$ cat config.mk
export PLATFORM = sky130hd
export DESIGN_NAME = ptpd_queue
export DESIGN_NICKNAME = d
export VERILOG_FILES = /design/src/hdl/ptpd_pkg.sv /design/src/hdl/ptpd_queue.sv
export SDC_FILE = /design/constraint.sdc
export NUM_CORES = 1
export LEC_CHECK = 0
export BUFFER_PORTS_ARGS = -buffer_cell sky130_fd_sc_hd__buf_2
export CELL_PAD_IN_SITES_DETAIL_PLACEMENT = 0
export CELL_PAD_IN_SITES_GLOBAL_PLACEMENT = 1
export CORE_MARGIN = 2
export CORE_UTILIZATION = 40
export CTS_CLUSTER_DIAMETER = 40
export DETAILED_ROUTE_END_ITERATION = 7
export HOLD_SLACK_MARGIN = 0.12
export PLACE_DENSITY = 0.62
export RECOVER_POWER = 50
export SYNTH_ARGS = -nofsm -noshare
export SYNTH_HDL_FRONTEND = slang
export SYNTH_SLANG_ARGS = --single-unit
export TNS_END_PERCENT = 10
$ cat constraint.sdc
create_clock -name clk_i -period 18.2 [get_ports clk_i]
set_input_delay 3.64 -clock clk_i [delete_from_list [all_inputs] [get_ports clk_i]]
set_output_delay 3.64 -clock clk_i [all_outputs]
set_load 0.05 [all_outputs]
$ cat src/hdl/ptpd_pkg.sv
// ----------------------------------------------------------------------------
// ptpd_pkg
// Shared types, constants and helper functions of the point transform unit.
// ----------------------------------------------------------------------------
package ptpd_pkg;

  // fixed point format and register file
  localparam int FRAC_BITS = 16;
  localparam int COORD_W   = 32;
  localparam int NUM_REGS  = 8;
  localparam int CFG_W     = 64;
  localparam int CFG_IDX_W = 4;
  localparam int PROD_W    = 2 * COORD_W;

  // column sums: three floored products plus a translation term
  localparam int SUM_W  = PROD_W - FRAC_BITS + 2;
  // magnitudes of sums and divisor, and the divider remainder
  localparam int REM_W  = SUM_W - 1;
  localparam int QUO_W  = COORD_W;
  localparam int OVF_SH = QUO_W - FRAC_BITS;
  localparam int DIV_STAGES = QUO_W;

  // queue between front and back
  localparam int QDEPTH = 4;
  localparam int QPTR_W = 2;

  // fixed point one and zero
  localparam logic [COORD_W-1:0] FIX_ONE  = COORD_W'(1) << FRAC_BITS;
  localparam logic [COORD_W-1:0] FIX_ZERO = '0;

  // register reset values, identity matrix
  localparam logic [CFG_W-1:0] REG_RESET [NUM_REGS] = '{
    {FIX_ZERO, FIX_ONE}, {FIX_ZERO, FIX_ZERO},
    {FIX_ONE, FIX_ZERO}, {FIX_ZERO, FIX_ZERO},
    {FIX_ZERO, FIX_ZERO}, {FIX_ZERO, FIX_ONE},
    {FIX_ZERO, FIX_ZERO}, {FIX_ONE, FIX_ZERO}
  };

  typedef logic [NUM_REGS-1:0][CFG_W-1:0] coef_t;

  typedef struct packed {
    logic signed [COORD_W-1:0] point_x;
    logic signed [COORD_W-1:0] point_y;
    logic signed [COORD_W-1:0] point_z;
  } point_t;

  typedef struct packed {
    logic signed [COORD_W-1:0] result_x;
    logic signed [COORD_W-1:0] result_y;
    logic signed [COORD_W-1:0] result_z;
    logic                      w_was_zero;
    logic                      saturated;
  } result_t;

  // transformed point before the divide
  typedef struct packed {
    logic [2:0][SUM_W-1:0] num;
    logic [SUM_W-1:0]      w;
  } sums_t;

  // one component in flight through the divider
  typedef struct packed {
    logic [REM_W-1:0] rem;
    logic [QUO_W-1:0] dd;
    logic [QUO_W-1:0] quo;
    logic             neg;
    logic             ovf;
    logic             npos;
    logic             nneg;
  } div_lane_t;

  typedef struct packed {
    div_lane_t [2:0]  lane;
    logic [REM_W-1:0] divisor;
    logic             w_zero;
  } div_stage_t;

  // matrix entry at row r, column c
  function automatic logic signed [COORD_W-1:0] mat_entry(coef_t coef, logic [1:0] r,
                                                          logic [1:0] c);
    logic [CFG_W-1:0] reg_val;
    reg_val = coef[{r, c[1]}];
    return c[0] ? reg_val[CFG_W-1:COORD_W] : reg_val[COORD_W-1:0];
  endfunction

  // product shifted right by the fraction bits, floor, sign extended
  function automatic logic [SUM_W-1:0] scale_prod(logic [PROD_W-1:0] p);
    return {{2{p[PROD_W-1]}}, p[PROD_W-1:FRAC_BITS]};
  endfunction

  // one restoring division step, one quotient bit
  function automatic div_lane_t div_step(div_lane_t l, logic [REM_W-1:0] d);
    div_lane_t        n;
    logic [REM_W:0]   trial;
    logic [REM_W:0]   diff;
    n     = l;
    trial = {l.rem, l.dd[QUO_W-1]};
    diff  = trial - {1'b0, d};
    n.dd  = {l.dd[QUO_W-2:0], 1'b0};
    if (trial >= {1'b0, d}) begin
      n.rem = diff[REM_W-1:0];
      n.quo = {l.quo[QUO_W-2:0], 1'b1};
    end else begin
      n.rem = trial[REM_W-1:0];
      n.quo = {l.quo[QUO_W-2:0], 1'b0};
    end
    return n;
  endfunction

endpackage

$ cat src/hdl/ptpd_queue.sv
// ----------------------------------------------------------------------------
// ptpd_queue
// Short queue between the front and the divider back end.
// ----------------------------------------------------------------------------
module ptpd_queue (
  input  logic            clk_i,
  input  logic            rst_ni,
  input  logic            push_i,
  input  ptpd_pkg::sums_t data_i,
  output logic            full_o,
  input  logic            pop_i,
  output logic            empty_o,
  output ptpd_pkg::sums_t data_o
);

  ptpd_pkg::sums_t             mem_q [ptpd_pkg::QDEPTH];
  logic [ptpd_pkg::QPTR_W-1:0] wr_q, rd_q;
  logic [ptpd_pkg::QPTR_W:0]   cnt_q;
  logic                        do_push, do_pop;

  assign full_o  = (cnt_q == (ptpd_pkg::QPTR_W+1)'(ptpd_pkg::QDEPTH));
  assign empty_o = (cnt_q == '0);
  assign do_push = push_i && !full_o;
  assign do_pop  = pop_i && !empty_o;
  assign data_o  = mem_q[rd_q];

  // pointers and fill count
  always_ff @(posedge clk_i or negedge rst_ni) begin
    if (!rst_ni) begin
      wr_q  <= '0;
      rd_q  <= '0;
      cnt_q <= '0;
    end else begin
      if (do_push) wr_q <= wr_q + 1'b1;
      if (do_pop)  rd_q <= rd_q + 1'b1;
      if (do_push && !do_pop)      cnt_q <= cnt_q + 1'b1;
      else if (do_pop && !do_push) cnt_q <= cnt_q - 1'b1;
    end
  end

  // entry storage
  always_ff @(posedge clk_i) begin
    if (do_push) mem_q[wr_q] <= data_i;
  end

endmodule

# == Word level (Yosys, flattened, before mapping) ==
# Memory sizes are Yosys's and may differ from the RTL's.
# Index checks and enable logic that the tools add are counted.
# totals
out_inout_bits,202
register_bits,7
n_memories,1
mem_bits_rw,800
# mem_list
memory,words,word_bits,read_ports,rd_ports_with_merged_regs,wr,line_no,source
mem_q,4,200,1,0,1,ptpd_queue.sv:16,ptpd_pkg::sums_t mem_q [ptpd_pkg::QDEPTH];
# classes
mux,4
eq_ne,1
n_reduce_logical,10
addsub,4
# ops
op,count
two-way mux 3 bit,2
adder 2 x 1 -> 2 bit (second input constant),2
logical AND 1 bit,4
zero test 1 bit,4
adder 3 x 1 -> 3 bit (second input constant),1
== test 3 bit (second input constant),1
zero test 3 bit,1
subtractor 3 x 1 -> 3 bit (second input constant),1
two-way mux 1 bit,2
nonzero test 2 bit,1

# == Depth between registers and ports, before layout ==
# logic_depth
depth_word,7
mapped_depth,9
ltp_nobuf,8

# == Least setup slack after synthesis ==
# Ideal clock, no wire load.
# synth_timing
path_kind,input port to flip-flop
startpoint,input port push_i
endpoint,memory mem_q[0][0] in the netlist's numbering (enable)
path_stages,3
setup_slack_ns,9.133
n_path_buf,1
setup_ns,0.585
t_arrival_ns,8.481
cell_sequence,nor2b_1 > buf_2 > and2_1
# synth_via
elab_chain_cells,3
# synth_lines
element,line_no,source
from (decl),ptpd_queue.sv:8,"input logic push_i,"
logical AND 1 bit,ptpd_queue.sv:23,assign do_push = push_i && !full_o;
net do_push,ptpd_queue.sv:19,"logic do_push, do_pop;"
two-way mux 1 bit,ptpd_queue.sv:43,if (do_push) mem_q[wr_q] <= data_i;
two-way mux 1 bit (not written as such),ptpd_queue.sv:43,
to (decl),ptpd_queue.sv:16,
# The timed path passes the listed nets, and every way through them passes these cells.

# == Worst setup path after layout ==
# layout_timing
startpoint,input port push_i
endpoint,memory mem_q[0][69] in the netlist's numbering (enable)
# layout_via
elab_chain_cells,3
# layout_lines
element,line_no
logical AND 1 bit,ptpd_queue.sv:23
two-way mux 1 bit,ptpd_queue.sv:43
two-way mux 1 bit (not written as such),ptpd_queue.sv:43
# Every way passes these cells.

==> flow_summary_export.csv <==
group,metric,value,unit
timing,setup_viol,0,
finish,final_cell_mix,"edfxtp_1 (800), clkbuf_1 (216), buf_2 (203), mux4_2 (200), clkbuf_16 (111)",
worst_setup_path,worstSetupPathDepth,5,
placement,dp_hpwl,35000,um
placement,place_congestion,0.721,
cts,clk_latency,650,ps
finish,final_common_cell,"edfxtp_1",
grt,grt_first_pass_wirelength,86800,um
worst_setup_path,path_cells,"buf_2 -> nor2b_1 -> and2_0 -> buf_4 -> buf_4",
worst_setup_path,timing.critical_path.buf_inv,3,
drt,drtIter0Drc,968,
die,dieArea,75700,um^2
drt,drc_errors,0,
yosys,syn_avg_cell_area,27.2,um^2
finish,stdcell_count,2630,
cts,cts_setup_buffers,0,
pwr,pwr-share-comb,0.343,
status,failed_checks,"max-capacitance violations, max-slew violations",
drt,met2_length,29700,um
worst_setup_path,crit_top_cell,"buf_4",
timing,min_period_over_period,0.455,
worst_setup_path,worst_path_max_delay_cell,"and2_0",
worst_setup_path,r2r-start,"cnt_q[2]$_DFFE_PN0P_",
cts,cts_buffers,111,
worst_setup_path,crit_path_end_kind,"flip-flop",
die,rows,99,
drt,met1_length,22600,um
yosys,syn_inst,1081,
worst_setup_path,worstSetupEndpoint,"mem_q[0][69]$_DFFE_PP_",
die,die_w,275,um
timing,slew_headroom,-1.29,
timing,fmax,121,MHz
die,ioPinCount,406,
drt,routedWlPerCell,22.2,um
worst_setup_path,start_kind,"input port",
worst_setup_path,crit_start,"push_i",
drt,vias_per_cell,5.00,
timing,fin_setup_tns,0,ps
timing,worstMarginPinSlew,3430,ps
timing,finalHoldViolations,0,
cts,cts.clk_slew.worst_paths,50,ps
drt,top_layer_used,"met5",
die,start_util,0.404,
pwr,intPower,4.58,mW
timing,grt_setup_unrepaired,"no",
job,cap_violations,3,
worst_setup_path,crit_fanout,57,
placement,dp.cells,2418,
worst_hold_path,hp-class,"reg2reg",
yosys,ys_seq_area_frac,0.823,
drt,wl_met3,4500,um
drt,drt-total-wl,58400,um
placement,numPortBuffers,405,
cts,cts.repair.resized,0,
cts,cts_tree,"done",
grt,grt_max_degree,65,
cts,clock-sinks,807,
worst_setup_path,worst-setup-path-type,"in2reg",
yosys,synth_nets,1291,
status,status,"complete, but fails checks",
cts,cts-hold-fix-buffers,0,
finish,drive_gt1_frac,0.366,
die,core_area,72800,um^2
timing,skew,28.4,ps
drt,vias,13145,
drt,ant_nets,0,
die,die_h,275,um
grt,track_usage,0.153,
grt,grt_antenna_before_repair,7,
pwr,power.density,203,nW/um^2
pwr,power.leakage,11.8,nW
worst_setup_path,reg2reg_to,"mem_q[0][69]$_DFFE_PP_",
yosys,yosys_warnings,0,
cts,cts_buffer_depth,3,
timing,hold-worst-slack,476,ps
cts,root_buffer,"clkbuf_16",
worst_setup_path,r2r_slack,12440,ps
worst_setup_path,max_stage_delay,2530,ps
pwr,switchingPower,2.73,mW
grt,grt.overflow.total,0,
yosys,ys_types,21,
finish,fillers,5944,
timing,layout_min_cycle_time,8280,ps
finish,nets,1782,
cts,h-tree-depth,3,
worst_setup_path,r2r_cells,5,
pwr,p_clk_frac,0.303,
worst_setup_path,worstPathRequired,18460,ps
drt,firstDrtPassIters,7,
worst_setup_path,cp_top_family,"simple AND/OR/NAND/NOR gates",
worst_setup_path,crit_arrival,8540,ps
pwr,peakVddDrop,0.139,mV
timing,slew_violations,131,
grt,grt_pass1_vias,14148,
yosys,synth_area,29400,um^2
yosys,ys_seq_elements,807,
pwr,swShare,0.374,
pwr,seqPwrFrac,0.354,
finish,syn_to_final_growth,22.5,%
placement,pre_cts_ws,10620,ps
timing,setup_slack,9920,ps
## cell usage after synthesis, drive strengths merged
cell    number  area [um^2]
ha           5         62.6
edfxtp     800        24000
mux4       200         4500
nand2        1         3.75
buf         43          447
or3          1         6.26
nor3b        1         7.51
fa           1         20.0
nand3        1         5.00
inv          4         15.0
nor2b        1         6.26
nor2         1         3.75
xnor2        4         35.0
mux2         2         22.5
clkbuf       3         11.3
and2         4         25.0
xor2         2         17.5
dfrtp        7          175
## worst min path at each step
stage	startpoint	to	slack [ps]	depth (start not counted)
after global placement	cnt_q[2]$_DFFE_PN0P_	cnt_q[2]$_DFFE_PN0P_	470	1
after global routing	cnt_q[2]$_DFFE_PN0P_	cnt_q[2]$_DFFE_PN0P_	510	1
after CTS	cnt_q[2]$_DFFE_PN0P_	cnt_q[2]$_DFFE_PN0P_	480	1
final	cnt_q[2]$_DFFE_PN0P_	cnt_q[2]$_DFFE_PN0P_	480	1
after detailed placement	cnt_q[2]$_DFFE_PN0P_	cnt_q[2]$_DFFE_PN0P_	470	1
after floorplan	cnt_q[2]$_DFFE_PN0P_	cnt_q[2]$_DFFE_PN0P_	450	1
## power groups by stage
stage	registers (mW)	logic, mW	clock network, mW
2_1_floorplan	2.62	2.07	0
3_3_place_gp	2.61	2.57	0
3_5_place_dp	2.63	2.57	0
4_1_cts	2.59	2.58	2.27
5_1_grt	2.62	2.64	2.35
6_report	2.59	2.51	2.22
## routing by layer
metal / up-vias / track usage
li1: 5735 / -
met1: 6892 / 0.191
met2: 384 / 0.253
met3: 120 / 0.0500
met4: 14 / 0.0522
met5: - / 0
## kinds of logic (layout without fill, tap and decap cells)
family | Yosys count | count (layout) | synth area share
xor+xnor | 6 | 6 | 0.00179
simple gates | 10 | 10 | 0.00196
fa+ha+maj | 6 | 6 | 0.00281
mux | 202 | 202 | 0.154
other cells | 0 | 2 | 0
flops | 807 | 807 | 0.823
buf+inv | 50 | 638 | 0.0161
## final cells by class
type	count	area, um^2	share of cell area
flip-flops and latches	807	24200	0.672
multi-input cells	224	4720	0.131
clock buffers	125	2830	0.0786
repair buffers	424	1920	0.0532
well taps	959	1200	0.0333
clock inverters	85	1100	0.0307
inverters	4	15.0	0.000417
diodes	2	5.00	0.000139
## per-stage QoR
step	cell area [um^2]	util	power [mW]
finish	36000	0.494	7.31
global route	36000	0.494	7.61
CTS	36300	0.498	7.43
detailed placement	32300	0.444	5.20
global placement	32300	0.444	5.18
floorplan	29400	-	4.69
## registers in the layout (all words and copies together) (netlist names)
name / flops
wr_q: 2
rd_q: 2
mem_q: 800
cnt_q: 3
Power figures use the tool's default switching activity.
